<file path="src/sv/bsrp_pkg.sv">
package bsrp_pkg;

  // reply framing
  localparam logic [7:0] HDR0      = 8'hFF;
  localparam logic [7:0] HDR1      = 8'hF5;
  localparam int         MIN_BYTES = 6;
  // at most this many result transactions per reply
  localparam int         RESULT_CAP = 8;

  // one accepted reply, handed from the parser to the result side
  typedef struct packed {
    logic [7:0]  node_id;
    logic [7:0]  status_byte;
    logic [3:0]  param_count;
    logic        no_params;
    logic [2:0]  last_idx;
    logic [31:0] valid_total;
    logic        bank;
  } reply_t;

endpackage

</file>
<file path="src/sv/bus_servo_response_parser.sv">
// Bus servo reply parser. Takes one received byte per transaction, tlast on the last
// byte of a burst, and checks each burst for the FF F5 header, at least 6 bytes, at
// least 4 plus the length byte, and the inverted 8-bit sum over ID, length, status and
// parameters. Bytes past RX_DEPTH are dropped. A good reply gives one result
// transaction per stored parameter byte (one when there are none, at most 8), tlast on
// the final one; a bad reply gives none. Bytes are taken one per cycle while no burst end
// waits, and results leave one per cycle while out_tready is high. The final byte of every
// burst, good or bad, waits in the input register until the result side is idle or is
// loading the last result of the previous good reply; the parameter store is double
// banked so the next burst fills while the last is read out.
module bus_servo_response_parser import bsrp_pkg::*; #(
  parameter int RX_DEPTH   = 16,
  parameter int MAX_PARAMS = 8
) (
  input  logic        clk,
  input  logic        rst_n,
  input  logic        in_tvalid,
  output logic        in_tready,
  input  logic [7:0]  in_tdata,   // rx_byte
  input  logic        in_tlast,
  output logic        out_tvalid,
  input  logic        out_tready,
  output logic [63:0] out_tdata,  // node_id, status_byte, param_count, param_index,
                                  // param_byte, valid_total, zero fill
  output logic        out_tlast
);

  localparam int POS_W = $clog2(RX_DEPTH + 1);
  localparam int PA_W  = (MAX_PARAMS > 1) ? $clog2(MAX_PARAMS) : 1;
  localparam int CNT_W = $clog2(MAX_PARAMS + 1);

  // input register
  logic        in_full_r;
  logic [7:0]  in_byte_r;
  logic        in_end_r;

  // burst state
  logic [POS_W-1:0] pos_r, pos_nxt;
  logic             hdr_ok_r, hdr_ok_nxt;
  logic [7:0]       id_r, id_nxt;
  logic [7:0]       len_r, len_nxt;
  logic [7:0]       status_r, status_nxt;
  logic [7:0]       sum_r, sum_nxt;
  logic             cs_ok_r, cs_ok_nxt;
  logic             wr_bank_r;
  logic [31:0]      count_r;

  logic                  em_free;
  logic                  in_go;
  logic                  take;
  logic                  reply_ok;
  logic [7:0]            n_params;
  logic [8:0]            cs_pos;
  logic [8:0]            p9;
  logic [POS_W+PA_W-1:0] off_ext;
  logic                  wr_en;
  logic [PA_W-1:0]       wr_addr;
  logic [CNT_W-1:0]      cnt;
  logic [CNT_W+3:0]      cnt_ext;
  reply_t                reply;

  // input register advances unless a burst end must wait for the result side
  assign in_go     = in_full_r && (!in_end_r || em_free);
  assign in_tready = !in_full_r || in_go;

  always_ff @(posedge clk) begin
    if (!rst_n) begin
      in_full_r <= 1'b0;
    end else if (in_tvalid && in_tready) begin
      in_full_r <= 1'b1;
    end else if (in_go) begin
      in_full_r <= 1'b0;
    end
  end

  always_ff @(posedge clk) begin
    if (in_tvalid && in_tready) begin
      in_byte_r <= in_tdata;
      in_end_r  <= in_tlast;
    end
  end

  // byte parse and reply verdict
  always_comb begin
    pos_nxt    = pos_r;
    hdr_ok_nxt = hdr_ok_r;
    id_nxt     = id_r;
    len_nxt    = len_r;
    status_nxt = status_r;
    sum_nxt    = sum_r;
    cs_ok_nxt  = cs_ok_r;
    wr_en      = 1'b0;
    p9         = 9'(pos_r);
    off_ext    = {{PA_W{1'b0}}, pos_r - POS_W'(5)};
    wr_addr    = off_ext[PA_W-1:0];

    if (pos_r < POS_W'(RX_DEPTH)) begin
      pos_nxt = pos_r + POS_W'(1);
      if (p9 == 9'd0 && in_byte_r != HDR0) begin
        hdr_ok_nxt = 1'b0;
      end
      if (p9 == 9'd1 && in_byte_r != HDR1) begin
        hdr_ok_nxt = 1'b0;
      end
      if (p9 == 9'd2) begin
        id_nxt = in_byte_r;
      end
      if (p9 == 9'd3) begin
        len_nxt = in_byte_r;
      end
      if (p9 == 9'd4) begin
        status_nxt = in_byte_r;
      end
    end

    n_params = (len_nxt >= 8'd2) ? len_nxt - 8'd2 : 8'd0;
    cs_pos   = 9'd5 + 9'(n_params);

    if (pos_r < POS_W'(RX_DEPTH)) begin
      if (p9 >= 9'd2 && p9 < cs_pos) begin
        sum_nxt = sum_r + in_byte_r;
      end
      if (p9 >= 9'd5 && p9 < cs_pos && off_ext < (POS_W+PA_W)'(MAX_PARAMS)) begin
        wr_en = in_go;
      end
      if (p9 >= 9'd5 && p9 == cs_pos) begin
        cs_ok_nxt = (~sum_r == in_byte_r);
      end
    end

    reply_ok = hdr_ok_nxt && cs_ok_nxt && (9'(pos_nxt) >= 9'(MIN_BYTES))
               && (9'(pos_nxt) >= 9'd4 + 9'(len_nxt));
    take     = in_go && in_end_r && reply_ok;

    // parameter count clamped to the store size
    cnt     = (n_params > 8'(MAX_PARAMS)) ? CNT_W'(MAX_PARAMS) : CNT_W'(n_params);
    cnt_ext = {4'd0, cnt};

    reply.node_id     = id_nxt;
    reply.status_byte = status_nxt;
    reply.param_count = cnt_ext[3:0];
    reply.no_params   = (cnt == '0);
    if (cnt == '0) begin
      reply.last_idx = 3'd0;
    end else if (9'(cnt) >= 9'(RESULT_CAP)) begin
      reply.last_idx = 3'(RESULT_CAP - 1);
    end else begin
      reply.last_idx = 3'(9'(cnt) - 9'd1);
    end
    reply.valid_total = count_r + 32'd1;
    reply.bank        = wr_bank_r;
  end

  // burst state, cleared at each burst end
  always_ff @(posedge clk) begin
    if (!rst_n) begin
      pos_r    <= '0;
      hdr_ok_r <= 1'b1;
      id_r     <= 8'd0;
      len_r    <= 8'd0;
      status_r <= 8'd0;
      sum_r    <= 8'd0;
      cs_ok_r  <= 1'b0;
    end else if (in_go) begin
      if (in_end_r) begin
        pos_r    <= '0;
        hdr_ok_r <= 1'b1;
        id_r     <= 8'd0;
        len_r    <= 8'd0;
        status_r <= 8'd0;
        sum_r    <= 8'd0;
        cs_ok_r  <= 1'b0;
      end else begin
        pos_r    <= pos_nxt;
        hdr_ok_r <= hdr_ok_nxt;
        id_r     <= id_nxt;
        len_r    <= len_nxt;
        status_r <= status_nxt;
        sum_r    <= sum_nxt;
        cs_ok_r  <= cs_ok_nxt;
      end
    end
  end

  // good reply count and store bank swap
  always_ff @(posedge clk) begin
    if (!rst_n) begin
      count_r   <= 32'd0;
      wr_bank_r <= 1'b0;
    end else if (take) begin
      count_r   <= count_r + 32'd1;
      wr_bank_r <= !wr_bank_r;
    end
  end

  bsrp_emit #(
    .MAX_PARAMS (MAX_PARAMS),
    .PA_W       (PA_W)
  ) u_emit (
    .clk        (clk),
    .rst_n      (rst_n),
    .wr_en      (wr_en),
    .wr_bank    (wr_bank_r),
    .wr_addr    (wr_addr),
    .wr_data    (in_byte_r),
    .take       (take),
    .reply      (reply),
    .free       (em_free),
    .out_tvalid (out_tvalid),
    .out_tready (out_tready),
    .out_tdata  (out_tdata),
    .out_tlast  (out_tlast)
  );

endmodule

</file>
<file path="src/sv/bsrp_emit.sv">
module bsrp_emit import bsrp_pkg::*; #(
  parameter int MAX_PARAMS = 8,
  parameter int PA_W       = 3
) (
  input  logic            clk,
  input  logic            rst_n,
  // parameter store write port
  input  logic            wr_en,
  input  logic            wr_bank,
  input  logic [PA_W-1:0] wr_addr,
  input  logic [7:0]      wr_data,
  // new reply
  input  logic            take,
  input  reply_t          reply,
  output logic            free,
  // result stream
  output logic            out_tvalid,
  input  logic            out_tready,
  output logic [63:0]     out_tdata,  // node_id, status_byte, param_count, param_index,
                                      // param_byte, valid_total, zero fill
  output logic            out_tlast
);

  // two banks: one being filled by the parser, one being read out
  logic [7:0] mem [2][MAX_PARAMS];

  logic            busy_r;
  reply_t          meta_r;
  logic [2:0]      idx_r;
  logic            out_valid_r;
  logic [7:0]      o_id_r;
  logic [7:0]      o_status_r;
  logic [3:0]      o_count_r;
  logic [2:0]      o_idx_r;
  logic            o_zero_r;
  logic [31:0]     o_total_r;
  logic            o_last_r;
  logic [7:0]      rd_r;

  logic            out_load;
  logic            at_last;
  logic [PA_W+2:0] idx_ext;
  logic [PA_W-1:0] rd_addr;

  // while a reply is read out, the result register loads whenever it is empty or being taken
  always_comb begin
    out_load = busy_r && (!out_valid_r || out_tready);
    at_last  = (idx_r == meta_r.last_idx);
    free     = !busy_r || (out_load && at_last);
    idx_ext  = {{PA_W{1'b0}}, idx_r};
    rd_addr  = idx_ext[PA_W-1:0];
  end

  // store write
  always_ff @(posedge clk) begin
    if (wr_en) begin
      mem[wr_bank][wr_addr] <= wr_data;
    end
  end

  // reply being read out
  always_ff @(posedge clk) begin
    if (!rst_n) begin
      busy_r <= 1'b0;
      idx_r  <= 3'd0;
    end else if (take) begin
      busy_r <= 1'b1;
      idx_r  <= 3'd0;
    end else if (out_load) begin
      if (at_last) begin
        busy_r <= 1'b0;
      end else begin
        idx_r <= idx_r + 3'd1;
      end
    end
  end

  always_ff @(posedge clk) begin
    if (take) begin
      meta_r <= reply;
    end
  end

  // result register with registered store read
  always_ff @(posedge clk) begin
    if (!rst_n) begin
      out_valid_r <= 1'b0;
    end else if (out_load) begin
      out_valid_r <= 1'b1;
    end else if (out_tready) begin
      out_valid_r <= 1'b0;
    end
  end

  always_ff @(posedge clk) begin
    if (out_load) begin
      o_id_r     <= meta_r.node_id;
      o_status_r <= meta_r.status_byte;
      o_count_r  <= meta_r.param_count;
      o_idx_r    <= idx_r;
      o_zero_r   <= meta_r.no_params;
      o_total_r  <= meta_r.valid_total;
      o_last_r   <= at_last;
      rd_r       <= mem[meta_r.bank][rd_addr];
    end
  end

  assign out_tvalid = out_valid_r;
  assign out_tlast  = o_last_r;
  assign out_tdata  = {1'b0, o_total_r, (o_zero_r ? 8'd0 : rd_r), o_idx_r, o_count_r,
                       o_status_r, o_id_r};

endmodule

</file>
<file path="config.mk">
export PLATFORM = sky130hd
export DESIGN_NAME = bus_servo_response_parser
export DESIGN_NICKNAME = d
export VERILOG_FILES = /design/src/sv/bsrp_pkg.sv /design/src/sv/bus_servo_response_parser.sv /design/src/sv/bsrp_emit.sv
export SDC_FILE = /design/constraint.sdc
export NUM_CORES = 1
export LEC_CHECK = 0
export ABC_AREA = 1
export BUFFER_PORTS_ARGS = -buffer_cell sky130_fd_sc_hd__buf_2
export CAP_MARGIN = 15
export CORE_MARGIN = 5
export CORE_UTILIZATION = 51
export CTS_BUF_LIST = sky130_fd_sc_hd__clkbuf_16
export DETAILED_ROUTE_END_ITERATION = 7
export PLACE_DENSITY = 0.69
export SLEW_MARGIN = 5
export SYNTH_ARGS = -nofsm -noshare
export SYNTH_HDL_FRONTEND = slang
export SYNTH_SLANG_ARGS = --single-unit
</file>
<file path="constraint.sdc">
create_clock -name clk -period 5.4 [get_ports clk]
set_input_delay 0.27 -clock clk [delete_from_list [all_inputs] [get_ports clk]]
set_output_delay 0.27 -clock clk [all_outputs]
set_load 0.02 [all_outputs]
</file>
==> flow_summary_export.csv, run 1 <==
group,metric,value,unit
layout,final_core_utilization,59.5,%
routing,drt-vias-per-instance,5.26,
floorplan,initial_core_util,52.0,%
critical_path,critPathSlowestCell,"nor2_1",
cts,clkTransAtPathRegs,0.06,ns
timing,max_clock_freq,195,MHz
timing,max_slew.worst_pin.slew,1.09,ns
timing,holdWs,0.0525,ns
grt,grt_overflow,0,
power,totalPowerFinal,5.29,mW
layout,multi_input_area,4380,µm²
yosys,yosys_warnings,0,
routing,wl,31.4,mm
cts,numClockSinks,338,
layout,regArea,9360,µm²
routing,vias,9805,
layout,syn2layout_area_growth,14.4,%
timing,max-slew-margin-rel,27.6,%
cts,cts_tree,"done",
floorplan,core.rowCount,61,
routing,first_pass_iters,5,
cts,clockBufferDepth,3,
placed_design,gp_congestion,0.950,
floorplan,die_h,179,µm
timing,tns,0,ns
layout,layout_common_cells,"259 x nand2_1, 259 x edfxtp_1, 147 x inv_1",
grt,grt_max_degree,97,
power,vdd_drop_max,0.000232,V
floorplan,die-area,32000,µm²
routing,drc_errors,0,
timing,rsz0062_at_grt,"yes",
placed_design,dpl-instance-area,15400,µm²
critical_path,required,5.54,ns
cts,clockRootBuffer,"clkbuf_16",
timing,setup-violations-final,0,
power,power_density,318,nW/µm²
routing,ant_nets,0,
layout,fill_cells,2326,
critical_path,arrival,5.28,ns
yosys,synthDominantCellAreaShare,53.5,%
grt,grt_pass1_wl,49.0,mm
layout,fin_nets,1501,
placed_design,post-dp-hpwl,20.8,mm
worst_hold_path,hold_class,"input port to flip-flop",
yosys,synthTopCellsByArea,"edfxtp_1 54%, dfxtp_1 11%, nand2_1 6.7%, inv_1 3.7%, nor2_1 3.6%",
floorplan,die_w,179,µm
timing,finalHoldViolations,0,
critical_path,critical_path.max_stage_delay,0.54,ns
critical_path,worst_setup_path_start_kind,"flip-flop",
yosys,syn_avg_cell_area,10.7,µm²
floorplan,coreArea,27900,µm²
grt,antenna_found_initial,1,
placed_design,portBuffers,78,
yosys,synth.distinct_cells,43,
yosys,synth_nets,1402,
routing,drt_iter0_drc,883,
yosys,synth-seq-cells,338,
run,cap_violations,0,
floorplan,ioPinCount,80,
layout,drive_gt1_share,13.0,%
timing,final.min_clock_period,5.14,ns
critical_path,crit_type,"flip-flop to flip-flop",
timing,finClkSkew,0.0215,ns
cts,cts_max_level,2,
layout,diodes,0,
power,p_leak,6.54,nW
timing,drv_slew,0,
critical_path,end_kind,"flip-flop",
yosys,netlist_area,14500,µm²
outcome,status,"finished, final reports clean",
timing,finalCritPeriodShare,95.2,%
cts,postCtsSetupRepairBufs,0,
grt,grt_pass1_vias,9506,
yosys,synthCells,1359,
grt,grt_use_total,19.6,%
yosys,yosysTopAreaCell,"edfxtp_1",
cts,clock_latency,0.52,ns
routing,routedWlPerCell,16.8,µm
yosys,ys_seq_area_share,64.4,%
critical_path,crit_top_cell,"nand2_1",
layout,design_area,16600,µm²
cts,cts_buffers,36,
critical_path,critical_path_peak_fanout,13,
cell usage after synthesis:
cell	instances
xor2_1	38
a21oi_1	82
inv_2	6
buf_2	6
buf_6	4
a221oi_1	1
nor2_1	141
inv_1	145
buf_1	8
a21oi_2	1
edfxtp_1	259
buf_4	1
nand2_1	259
nand2_2	9
clkbuf_1	31
dfxtp_1	79
xnor2_1	5
nor3b_1	1
ha_1	29
nand3_1	51
o31ai_1	1
fa_1	1
a211oi_1	1
nand2_4	1
nand4_1	12
o41ai_1	1
o21ai_0	79
nor3_1	13
a21o_1	1
nor4_1	5
mux2i_1	32
nor2_2	3
o32ai_1	1
or2_1	1
nor2_4	5
nand3_4	2
conb_1	1
a211o_1	2
nand4_2	1
o211ai_1	33
nand3_2	1
clkinv_1	3
o21ai_1	3
final timing paths:
kind	from	endpoint	slack (ns)	depth (start not counted)
worst max-delay path	pos_r[0]	u_emit.mem[0][0]	0.26	25
worst min-delay path	in_tvalid	in_full_r	0.05	3
worst max register to register	pos_r[0]	u_emit.mem[0][0]	0.26	25
worst min register to register	u_emit.meta_r[42]	u_emit.o_status_r[1]	0.41	0
timing repair:
action | 4_1_cts | 5_1_grt
hold buffers | 9 | 0
hold endpoints to repair | 9 | 0
gates resized for setup | 0 | 1
setup endpoints to repair | 0 | 65
registers in the layout, indices dropped and copies added, names as in the netlist, 32 cells and up, named ones only:
register,cells
u_emit.meta_r,57
count_r,32
u_emit.mem,128
u_emit.o_total_r,32
cells by family after synthesis:
group           synth area share [%]
flops                           64.4
xor+xnor                        2.59
simple gates                    14.7
compound gates                  7.87
buf+inv                         5.55
other cells                   0.0258
mux                             2.20
fa+ha+maj                       2.63
worst max-delay path: cells and delay by family (launching register included):
kind                       cells  cell delay (ns)
adders and majority gates      4             1.11
DFF                            1             0.38
and+or+nand+nor               15             2.50
buffers and inverters          4             0.29
AOI/OAI and AO/OA              2             0.46
per-layer routing:
metal	GRT usage, %	part of all wire [%]	up-vias
met3	3.37	6.5	55
met5	0	0	-
met1	26.5	44	4616
li1	-	-	4814
met4	6.33	3.0	0
met2	32.3	47	320
power breakdown:
group	switching [mW]	internal [mW]
logic	0.102	0.0363
clock network	1.01	1.33
registers	0.0104	2.80
total	1.12	4.17
layout make-up:
cell class	instances	area share, %
Sequential cell	338	56.3
Multi-Input combinational cell	817	26.3
Clock buffer	36	5.42
Timing Repair Buffer	111	4.15
Inverter	154	3.48
Tap cell	378	2.84
Clock inverter	29	1.46
stage by stage:
stage               instances  setup WS [ns]
detailed placement       1789          0.323
finish                   1863          0.260
global placement         1789          0.505
global route             1863         -0.160
CTS                      1863          0.281
floorplan                1359          0.468
(Power assumes the default switching activity.)
==> run 2: changes to the inputs <==
Settings changed: PLACE_DENSITY 0.69 to 0.68.
==> flow_summary_export.csv, run 2 (synthesized netlist as in run 1, its figures left out) <==
group,metric,value,unit
routing,vias,9761,
grt,grt_use_total,19.2,%
timing,final.min_clock_period,4.93,ns
placed_design,dpl-instance-area,15400,µm²
worst_hold_path,hold_depth,3,
timing,setup-violations-final,0,
grt,grt_pass1_wl,48.1,mm
layout,drive_gt1_share,12.9,%
timing,rsz0062_at_grt,"yes",
critical_path,end_kind,"flip-flop",
critical_path,worstReg2RegEnd,"u_emit.mem[0][50]",
cts,clkTransAtPathRegs,0.06,ns
layout,diodes,0,
critical_path,reg2reg_depth,25,
timing,worst_slack,0.469,ns
timing,finClkSkew,0.0203,ns
critical_path,required,5.56,ns
timing,max_slew.worst_pin.slew,1.10,ns
placed_design,portBuffers,78,
grt,grt_overflow,0,
power,totalPowerFinal,5.13,mW
worst_hold_path,hp-start,"in_tvalid",
layout,layout_common_cells,"259 x nand2_1, 259 x edfxtp_1, 155 x inv_1",
cts,numClockSinks,338,
cts,clockBufferDepth,3,
timing,finalHoldViolations,0,
power,p_leak,6.53,nW
placed_design,pre_cts_ws,0.343,ns
timing,max-slew-margin-rel,26.7,%
cts,cts_max_level,2,
routing,wl,31.0,mm
layout,multi_input_area,4420,µm²
worst_hold_path,hold_class,"input port to flip-flop",
routing,ant_nets,0,
layout,fill_cells,2347,
floorplan,initial_core_util,52.0,%
outcome,status,"finished, final reports clean",
critical_path,worst_setup_path_start_kind,"flip-flop",
power,vdd_drop_max,0.000196,V
floorplan,die_h,179,µm
placed_design,gp_congestion,0.935,
layout,largest_reg_flops,128,
run,cap_violations,0,
routing,first_pass_iters,5,
timing,finalCritPeriodShare,91.3,%
layout,top_register,"u_emit.mem",
floorplan,die_w,179,µm
layout,stdcell_count,1864,
critical_path,arrival,5.09,ns
routing,routedWlPerCell,16.7,µm
placed_design,place_inst,1791,
layout,regArea,9360,µm²
floorplan,ioPinCount,80,
cts,clockRootBuffer,"clkbuf_16",
cts,clock_latency,0.52,ns
critical_path,crit_type,"flip-flop to flip-flop",
critical_path,r2r-start,"pos_r[0]",
worst_hold_path,holdPathEnd,"in_full_r",
floorplan,core.rowCount,61,
layout,fin_nets,1502,
timing,drv_slew,0,
routing,drc_errors,0,
layout,reg_top3,"u_emit.mem x128, u_emit.meta_r x57",
grt,grt_pass1_vias,9150,
cts,cts_buffers,35,
layout,syn2layout_area_growth,14.0,%
critical_path,critical_path_peak_fanout,13,
grt,antenna_found_initial,0,
critical_path,r2r_slack,0.47,ns
routing,drt-vias-per-instance,5.24,
power,power_density,310,nW/µm²
layout,design_area,16600,µm²
routing,drt_iter0_drc,780,
floorplan,coreArea,27900,µm²
grt,grt_max_degree,97,
timing,max_clock_freq,203,MHz
placed_design,post-dp-hpwl,20.4,mm
cts,cts_tree,"done",
timing,holdWs,0.0575,ns
floorplan,die-area,32000,µm²
-- run 2: worst max path at each step --
| stage | startpoint | end | slack, ns | cells past startpoint |
|---|---|---|---|---|
| floorplan | pos_r[0] | u_emit.meta_r[0] | 0.47 | 24 |
| global placement | pos_r[0] | u_emit.mem[0][54] | 0.50 | 25 |
| detailed placement | pos_r[0] | u_emit.mem[1][19] | 0.34 | 25 |
| CTS | pos_r[0] | u_emit.mem[1][18] | 0.33 | 25 |
| global route | pos_r[0] | u_emit.mem[0][50] | -0.03 | 25 |
| finish | pos_r[0] | u_emit.mem[0][50] | 0.47 | 25 |
-- run 2: area by class of cell --
cell class	count	share of cell area [%]
Multi-Input combinational cell	817	26.7
Tap cell	378	2.86
Clock buffer	35	5.29
Clock inverter	29	1.02
Sequential cell	338	56.5
Timing Repair Buffer	113	4.15
Inverter	154	3.49
-- run 2: per-layer routing --
layer | GRT usage, % | up-vias | routed length [µm] | part of all wire (%)
li1 | - | 4818 | - | -
met5 | 0 | - | 0 | 0
met1 | 27.0 | 4566 | 13800 | 44
met2 | 30.7 | 312 | 14500 | 47
met4 | 6.88 | 0 | 999 | 3.2
met3 | 2.89 | 65 | 1790 | 5.8
-- run 2: worst max-delay path, cell delays in order (launching register included) --
cell and delay, ns:
dfxtp_1 0.38, ha_1 0.25, inv_1 0.13, nor2_4 0.07, nand2_2 0.19, nand2_1 0.07
nand2_1 0.19, ha_1 0.35, nand3_4 0.17, nand2_1 0.18, inv_1 0.08, ha_1 0.21
o211ai_1 0.21, nor2_1 0.10, inv_2 0.06, nand2_1 0.06, ha_1 0.29, nand2_1 0.09
inv_1 0.04, a221oi_1 0.25, nor2_1 0.08, nand3_1 0.10, nand4_1 0.11, nor2_1 0.32
nand2_1 0.22, nor2_2 0.35
-- run 2: what timing repair did --
item | in CTS | in global routing
setup endpoints to repair | 0 | 56
hold buffers | 9 | 0
buffers inserted | 0 | 0
endpoints found under the hold margin | 9 | 0
resized for setup | 0 | 11
-- run 2: report_power, final --
group	total [mW]	internal [mW]	leakage, nW	switching [mW]
registers	2.81	2.80	3.05	0.0114
clock network	2.18	1.23	0.559	0.947
logic	0.138	0.0370	2.92	0.101
-- run 2: through the flow --
stage          util, %  setup TNS (ns)
6_report          59.3               0
5_1_grt           59.3          -0.258
4_1_cts           59.2               0
3_5_place_dp      55.1               0
3_3_place_gp      55.1               0
2_1_floorplan        -               0
